## src/rtl/core/kce_pkg.sv

```systemverilog
// ----------------------------------------------------------------------------
// kce_pkg
// Shared widths, defaults, register indexes and control types of the
// k-combination enumerator.
// ----------------------------------------------------------------------------
package kce_pkg;

  // field and state widths
  localparam int unsigned SLOT_W = 6;
  localparam int unsigned CNT_W  = 7;
  localparam int unsigned MASK_W = 64;
  localparam int unsigned SEQ_W  = 64;

  // default number of cells
  localparam int unsigned MAX_ELEMENTS_DEF = 64;

  // register reset values
  localparam logic [CNT_W-1:0] ELEMENT_COUNT_RST = CNT_W'(8);
  localparam logic [CNT_W-1:0] SELECT_COUNT_RST  = CNT_W'(4);

  // configuration register indexes
  typedef enum logic [0:0] {
    REG_ELEMENT_COUNT = 1'b0,
    REG_SELECT_COUNT  = 1'b1
  } kce_reg_e;

  // per-cycle control broadcast to the cell row
  typedef struct packed {
    logic             load_first;
    logic             advance;
    logic [CNT_W-1:0] n;
    logic [CNT_W-1:0] k;
  } kce_ctrl_t;

endpackage

```

## src/rtl/core/kce_cell.sv

```systemverilog
// ----------------------------------------------------------------------------
// kce_cell
// One slot of the combination: holds its index, flags itself as a pivot
// candidate and passes search flags to its neighbors.
// ----------------------------------------------------------------------------
module kce_cell #(
  parameter int unsigned IDX = 0
) (
  input  logic                            clk_i,
  input  logic                            rst_ni,
  input  kce_pkg::kce_ctrl_t              ctrl_i,
  input  logic                            found_right_i,
  output logic                            found_left_o,
  input  logic                            past_i,
  output logic                            past_o,
  input  logic [kce_pkg::SLOT_W-1:0]      base_i,
  output logic [kce_pkg::SLOT_W-1:0]      base_o,
  output logic [kce_pkg::MASK_W-1:0]      mask_o
);

  localparam logic [kce_pkg::SLOT_W-1:0] IDX_S   = kce_pkg::SLOT_W'(IDX);
  localparam logic [kce_pkg::CNT_W-1:0]  IDX_C   = kce_pkg::CNT_W'(IDX);
  localparam logic [kce_pkg::SLOT_W-1:0] SLOT_W1 = kce_pkg::SLOT_W'(1);

  logic [kce_pkg::SLOT_W-1:0] slot_q, slot_d;
  logic                       in_use;
  logic                       below;
  logic                       is_pivot;
  logic [kce_pkg::CNT_W:0]    lhs;
  logic [kce_pkg::CNT_W:0]    rhs;

  // slot below its limit: slot + k < n + idx
  assign in_use   = IDX_C < ctrl_i.k;
  assign lhs      = (kce_pkg::CNT_W+1)'(slot_q) + (kce_pkg::CNT_W+1)'(ctrl_i.k);
  assign rhs      = (kce_pkg::CNT_W+1)'(ctrl_i.n) + (kce_pkg::CNT_W+1)'(IDX_C);
  assign below    = in_use && (lhs < rhs);
  assign is_pivot = below && !found_right_i;

  // search chains toward both neighbors
  assign found_left_o = found_right_i || below;
  assign past_o       = past_i || is_pivot;

  // refill base offered by the pivot
  assign base_o = is_pivot ? (slot_q + SLOT_W1 - IDX_S) : '0;

  // membership bit
  assign mask_o = in_use ? (kce_pkg::MASK_W'(1) << slot_q) : '0;

  // next slot value
  always_comb begin
    slot_d = slot_q;
    if (ctrl_i.load_first && in_use) begin
      slot_d = IDX_S;
    end else if (ctrl_i.advance && in_use && (past_i || is_pivot)) begin
      slot_d = base_i + IDX_S;
    end
  end

  always_ff @(posedge clk_i or negedge rst_ni) begin
    if (!rst_ni) begin
      slot_q <= '0;
    end else begin
      slot_q <= slot_d;
    end
  end

endmodule

```

## config.mk

```make
export PLATFORM = sky130hd
export DESIGN_NAME = kce_cell
export DESIGN_NICKNAME = d
export VERILOG_FILES = /design/src/rtl/core/kce_pkg.sv /design/src/rtl/core/kce_cell.sv
export SDC_FILE = /design/constraint.sdc
export NUM_CORES = 1
export LEC_CHECK = 0
export BUFFER_PORTS_ARGS = -buffer_cell sky130_fd_sc_hd__buf_2
export CAP_MARGIN = 20
export CORE_MARGIN = 2
export CORE_UTILIZATION = 40
export CTS_CLUSTER_SIZE = 8
export DETAILED_ROUTE_END_ITERATION = 7
export PLACE_DENSITY_LB_ADDON = 0.12
export SLEW_MARGIN = 15
export SYNTH_ARGS = -nofsm -noshare
export SYNTH_HDL_FRONTEND = slang
export SYNTH_SLANG_ARGS = --single-unit
export TNS_END_PERCENT = 1
```

## constraint.sdc

```tcl
create_clock -name clk_i -period 4.4 [get_ports clk_i]
set_input_delay 0.88 -clock clk_i [delete_from_list [all_inputs] [get_ports clk_i]]
set_output_delay 0.88 -clock clk_i [all_outputs]
set_load 0.1 [all_outputs]
```

==> out/metrics.yaml, run 1 <==
outcome:
  status: "complete, no violations"
synthesis:
  synthTopCellsByArea: "nor2_1 (22%), ha_1 (18%), dfrtp_1 (12%), nand2_1 (7.4%), mux2i_1 (4.7%)"
  synth_area_um2: 1270
  synthDistinctLibCells: 35
  ys_warn_count: 0
  async_flop_share_pct: 100
  postSynthAreaPerCell_um2: 6.34
  ys_ff_latch: 6
  ys.flop_type: "dfrtp_1"
  synth_largest_area_cell: "nor2_1"
  synth_cells: 200
  synth_seq_area_share_pct: 11.8
  synthesis.nets: 245
  synth_edf_count: 0
  synth_top_area_share_pct: 22.2
die:
  ios: 98
  core_um2: 3030
  rows: 20
  die_area_um2: 3630
  chipHeight_um: 60.3
  initial_core_util_pct: 41.9
  die_w_um: 60.3
placed_design:
  dpl_worst_slack_ns: -0.0941
  dpl-instance-area_um2: 2030
  gp_congestion: 0.748
  dpl.hpwl_um: 3340
  placed_cells: 341
  port_buffers: 97
worst_setup_path:
  worstSetupPathType: "input pin to output pin"
  cp_max_fo: 7
  end_kind: "output pin"
  r2r_setup_slack_ns: 1.29
  worstPathArrival_ns: 3.50
  start_kind: "input pin"
  crit_required_ns: 3.52
power:
  p_clk_share_pct: 10.3
  switchingPower_mw: 0.273
  swShare_pct: 56.5
  internal-power_mw: 0.210
  combPwrFrac_pct: 75.2
  p_leak_nw: 1.15
  p_per_area_nw_per_um2: 230
  seqPwrFrac_pct: 14.5
  peakVddDrop_mv: 0.185
grt:
  grtUsageTotal_pct: 22.3
  grt.overflow.total: 0
  grt_pass1_wl_um: 6240
  grt_max_degree: 17
  grt_pass1_vias: 1476
  antenna_found_initial: 0
routing:
  avgRoutedWirePerCell_um: 12.2
  dr.pass1.iters: 4
  drtAntennaViolNets: 0
  drc: 0
  routed_wl_um: 4230
  vias: 1670
  avgViaCountPerCell: 4.81
  first_iter_violations: 83
layout:
  regMostFlops: "slot_q"
  fin_util_pct: 69.6
  drive_gt1_share_pct: 42.9
  areaGrowthSynthToFinish_pct: 66.2
  top_regs: "slot_q: 6 flops"
  layoutNonFillerInstCount: 347
  nets: 350
  largest_reg_flops: 6
  n_antenna_cell: 0
  stdcell_area_um2: 2110
clock_tree:
  clockBufferDepth: 2
  htree_levels: 1
  clockRootBuffer: "clkbuf_4"
  cts_tree: "yes"
  clkSlewWorstSetupHoldPaths_ns: 0.05
  numClockSinks: 6
  clkLatencyLatePin_ns: 0.24
  numCtsBuffers: 3
timing:
  hold_violations: 0
  slew_viol_final: 0
  post-route-period-util_pct: 99.4
  slew_headroom_pct: 57.1
  finClkSkew_ns: 0.00586
  rsz0062_at_grt: "true"
  worst_slew_pin_slew_ns: 0.642
  holdWs_ns: 0.452
  clock.fmax_mhz: 229
  period_minus_slack_ns: 4.38
  setup_violations: 0
  setup_slack_ns: 0.0248
job:
  max_cap_viol_count: 0
min_path:
  hp-class: "input pin to asynchronous set/reset pin"
==> cells in the mapped netlist, drive strengths merged, types with 3 or more instances <==
cell    instances
xor2            3
nand2b          3
a21o            3
xnor2           5
mux2i           6
inv            11
clkbuf          7
nand2          26
nor2           75
a21oi           4
o21ai           4
ha             18
dfrtp           6
nand3           6
==> placed cells by master, fill, tap and decap left out, types with 6 or more instances in the layout <==
master	n
nor2_4	6
nand3_1	6
buf_2	87
mux2i_1	6
buf_12	8
inv_1	11
buf_4	10
dfrtp_1	6
nand2_1	25
nor2_1	69
ha_1	16
==> cell families (layout without fill, tap and decap cells) <==
| group | count (synthesis) | count (layout) | synth area share (%) |
|---|---|---|---|
| simple gates | 121 | 121 | 41.3 |
| flops | 6 | 6 | 11.8 |
| mux | 6 | 6 | 4.74 |
| xor+xnor | 8 | 8 | 5.53 |
| compound gates | 20 | 20 | 10.8 |
| fa+ha+maj | 19 | 19 | 19.3 |
| buf+inv | 20 | 123 | 6.52 |
==> cell type report <==
class,instances,area (um^2)
sequential,6,150
inverter,11,41.3
timing repair buffer,109,716
fill,276,921
tap,44,55.1
clock buffer,3,22.5
multi-input combinational,174,1120
==> critical path: stages <==
cell and delay [ns]:
buf_6 0.10, ha_4 0.15, fa_2 0.34, a21o_1 0.18
a21oi_2 0.13, o21bai_1 0.07, a21oi_1 0.16, xnor2_1 0.10
ha_1 0.32, a221oi_2 0.27, and2_1 0.18, nand4b_1 0.12
buf_6 0.19, nor2_4 0.11, buf_12 0.18
==> power by group through the flow <==
stage | clock (mW) | sequential (mW) | combinational [mW]
finish | 0.0499 | 0.0700 | 0.364
global route | 0.0558 | 0.0712 | 0.388
CTS | 0.0519 | 0.0699 | 0.359
detailed placement | 0 | 0.0706 | 0.352
global placement | 0 | 0.0704 | 0.348
floorplan | 0 | 0.0671 | 0.261
==> path summary, 6_finish.rpt <==
path                        endpoint  cells after the start  startpoint
hold / removal             slot_q[3]                      1      rst_ni
setup reg to reg           slot_q[1]                     11   slot_q[2]
hold reg to reg            slot_q[4]                      2   slot_q[4]
setup / recovery           base_o[4]                     15   ctrl_i[0]
min in group clk_i         slot_q[4]                      2   slot_q[4]
max in group asynchronous  slot_q[0]                      1      rst_ni
==> per-stage QoR <==
stage	TNS (ns)	power, mW
after floorplan	-3.12	0.328
after global placement	-0.0128	0.418
after detailed placement	-0.504	0.422
after CTS	-0.0259	0.481
after global routing	-0.910	0.515
final	0	0.484
==> layer usage <==
layer	routed length, um	GRT usage, %	up-vias	share of wire (%)
li1	-	-	859	-
met1	1770	27.3	749	42
met2	2190	40.8	58	52
met3	228	2.16	4	5.4
met4	34	5.71	0	0.80
met5	0	0	-	0
==> timing repair <==
action                     in CTS  in global routing
setup endpoints to repair       7                  8
pin swaps                      12                 13
hold buffers                    0                  0
setup buffers                   2                  1
gates resized for setup         4                  5
(Power assumes the default switching activity.)
==> run 2: changes to the inputs <==
- CAP_MARGIN: 20 -> default
- CORE_UTILIZATION: 40 -> 36
- clock period: 4.4 -> 3.6 ns (I/O delays scaled with it)
==> run 2 against run 1 <==
The run now ends with negative setup slack left. Wire length grew 1.8%. Global-route usage is 0.066 points higher. Non-clock buffer count rose by 14. Final cell count rose by 4.6%. Via count grew 2.2%. Core utilization is 3.4 points lower. Sequential power increased by 14%.
==> out/metrics.yaml, run 2 (synthesized netlist as in run 1, its figures left out) <==
layout:
  fin_util_pct: 66.2
  regMostFlops: "slot_q"
  regArea_um2: 150
  areaGrowthSynthToFinish_pct: 75.7
  layout_common_cells: "buf_2 (87), nor2_1 (69), nand2_1 (25)"
  largest_reg_flops: 6
  fillers: 329
  layoutNonFillerInstCount: 363
  drive_gt1_share_pct: 45.1
  n_antenna_cell: 0
  top_regs: "slot_q: 6 flops"
  final_common_cell: "buf_2"
  multi_input_area_um2: 1120
  nets: 364
  stdcell_area_um2: 2230
grt:
  grt_pass1_vias: 1660
  grt.overflow.total: 0
  antenna_found_initial: 0
  grtUsageTotal_pct: 22.3
  grt_max_degree: 17
  grt_pass1_wl_um: 7440
placed_design:
  dpl.hpwl_um: 3400
  port_buffers: 97
  dpl-instance-area_um2: 2150
  gp_congestion: 0.832
  placed_cells: 357
timing:
  rsz0062_at_grt: "true"
  slew_headroom_pct: 57.5
  setup_violations: 8
  hold_violations: 0
  clock.fmax_mhz: 242
  slew_viol_final: 0
  worst_slew_pin_slew_ns: 0.636
  setup_slack_ns: -0.527
  finClkSkew_ns: 0.00289
  period_minus_slack_ns: 4.13
  post-route-period-util_pct: 115
min_path:
  hp-class: "input pin to asynchronous set/reset pin"
clock_tree:
  clkLatencyLatePin_ns: 0.24
  numClockSinks: 6
  htree_levels: 1
  cts_tree: "yes"
  clkSlewWorstSetupHoldPaths_ns: 0.05
  numCtsBuffers: 3
  clockBufferDepth: 2
  clockRootBuffer: "clkbuf_4"
  hold_buffers: 0
routing:
  first_iter_violations: 55
  routed_wl_um: 4300
  dr.pass1.iters: 5
  avgRoutedWirePerCell_um: 11.9
  avgViaCountPerCell: 4.70
  drtAntennaViolNets: 0
  drc: 0
  vias: 1706
worst_setup_path:
  worstSetupPathType: "input pin to output pin"
  worstPathArrival_ns: 3.41
  start_kind: "input pin"
  path_cells: "buf_8 > ha_4 > fa_2 > a21o_1 > a21oi_2 > o21bai_1 > a21oi_2 > xnor2_1 > ha_1 > a221oi_2 > and2_4 > nand4b_1 > buf_4 > nor2_4 > buf_12"
  cp_common_cell: "a21oi_2"
  cp_max_fo: 2
  crit_required_ns: 2.88
  crit_slowest_cell: "fa_2"
  crit_path_max_incr_delay_ns: 0.33
  end_kind: "output pin"
die:
  initial_core_util_pct: 37.7
  core_um2: 3360
  die_w_um: 63.3
  die_area_um2: 4010
  rows: 21
  chipHeight_um: 63.3
  ios: 98
outcome:
  status: "finished, violations left"
  violations: "negative setup slack"
power:
  p_per_area_nw_per_um2: 279
  switchingPower_mw: 0.342
  internal-power_mw: 0.279
  swShare_pct: 55.1
  combPwrFrac_pct: 77.3
  p_leak_nw: 1.23
  p_clk_share_pct: 9.9
  seqPwrFrac_pct: 12.8
  peakVddDrop_mv: 0.207
job:
  max_cap_viol_count: 0
-- run 2: through the flow --
step | setup slack, ns | power, mW | setup TNS [ns] | hold WS, ns
floorplan | -0.932 | 0.401 | -6.68 | 0.424
global placement | -0.515 | 0.539 | -3.66 | 0.550
detailed placement | -0.540 | 0.541 | -3.85 | 0.552
CTS | -0.494 | 0.617 | -3.54 | 0.288
global route | -0.629 | 0.664 | -4.70 | 0.283
finish | -0.527 | 0.621 | -3.83 | 0.290
-- run 2: area by class of cell --
cell class	count	area share (%)
well taps	46	2.58
clock buffers	3	1.01
multi-input cells	174	50.2
flip-flops and latches	6	6.74
repair buffers	123	37.6
inverters	11	1.85
-- run 2: worst max-delay path, delay by kind of cell --
| kind | cells | cell delay [ns] |
|---|---|---|
| AO/OA/AOI/OAI | 5 | 0.85 |
| adder cells (fa/ha/maj) | 3 | 0.75 |
| buffers and inverters | 3 | 0.47 |
| AND/OR/NAND/NOR | 3 | 0.47 |
| XOR/XNOR | 1 | 0.14 |
-- run 2: power by group through the flow --
stage               clock (mW)  sequential, mW  combinational (mW)
CTS                     0.0643          0.0795               0.473
finish                  0.0617          0.0795               0.480
floorplan                    0          0.0820               0.319
global route            0.0705          0.0801               0.514
global placement             0          0.0802               0.459
detailed placement           0          0.0804               0.461
-- run 2: path summary, 6_finish.rpt --
check,startpoint,to,slack [ns],depth (start not counted)
worst min register to register,slot_q[5],slot_q[5],0.66,2
max in group asynchronous,rst_ni,slot_q[1],3.17,1
min in group clk_i,slot_q[5],slot_q[5],0.66,2
worst max-delay path,ctrl_i[0],base_o[4],-0.53,15
worst min-delay path,rst_ni,slot_q[3],0.29,1
worst max register to register,slot_q[0],slot_q[4],0.56,13
-- run 2: repair_timing --
action | CTS | global route
resized for setup | 6 | 3
buffers inserted | 3 | 0
endpoints found under the setup margin | 8 | 8
pin swaps | 12 | 6
-- run 2: layer usage --
metal	routed length (um)	vias to the layer above	share of wire, %	global-route usage, %
li1	-	884	-	-
met1	2030	753	47	29.2
met2	1930	59	45	38.2
met3	266	10	6.2	3.04
met4	81	0	1.9	6.25
met5	0	-	0	0
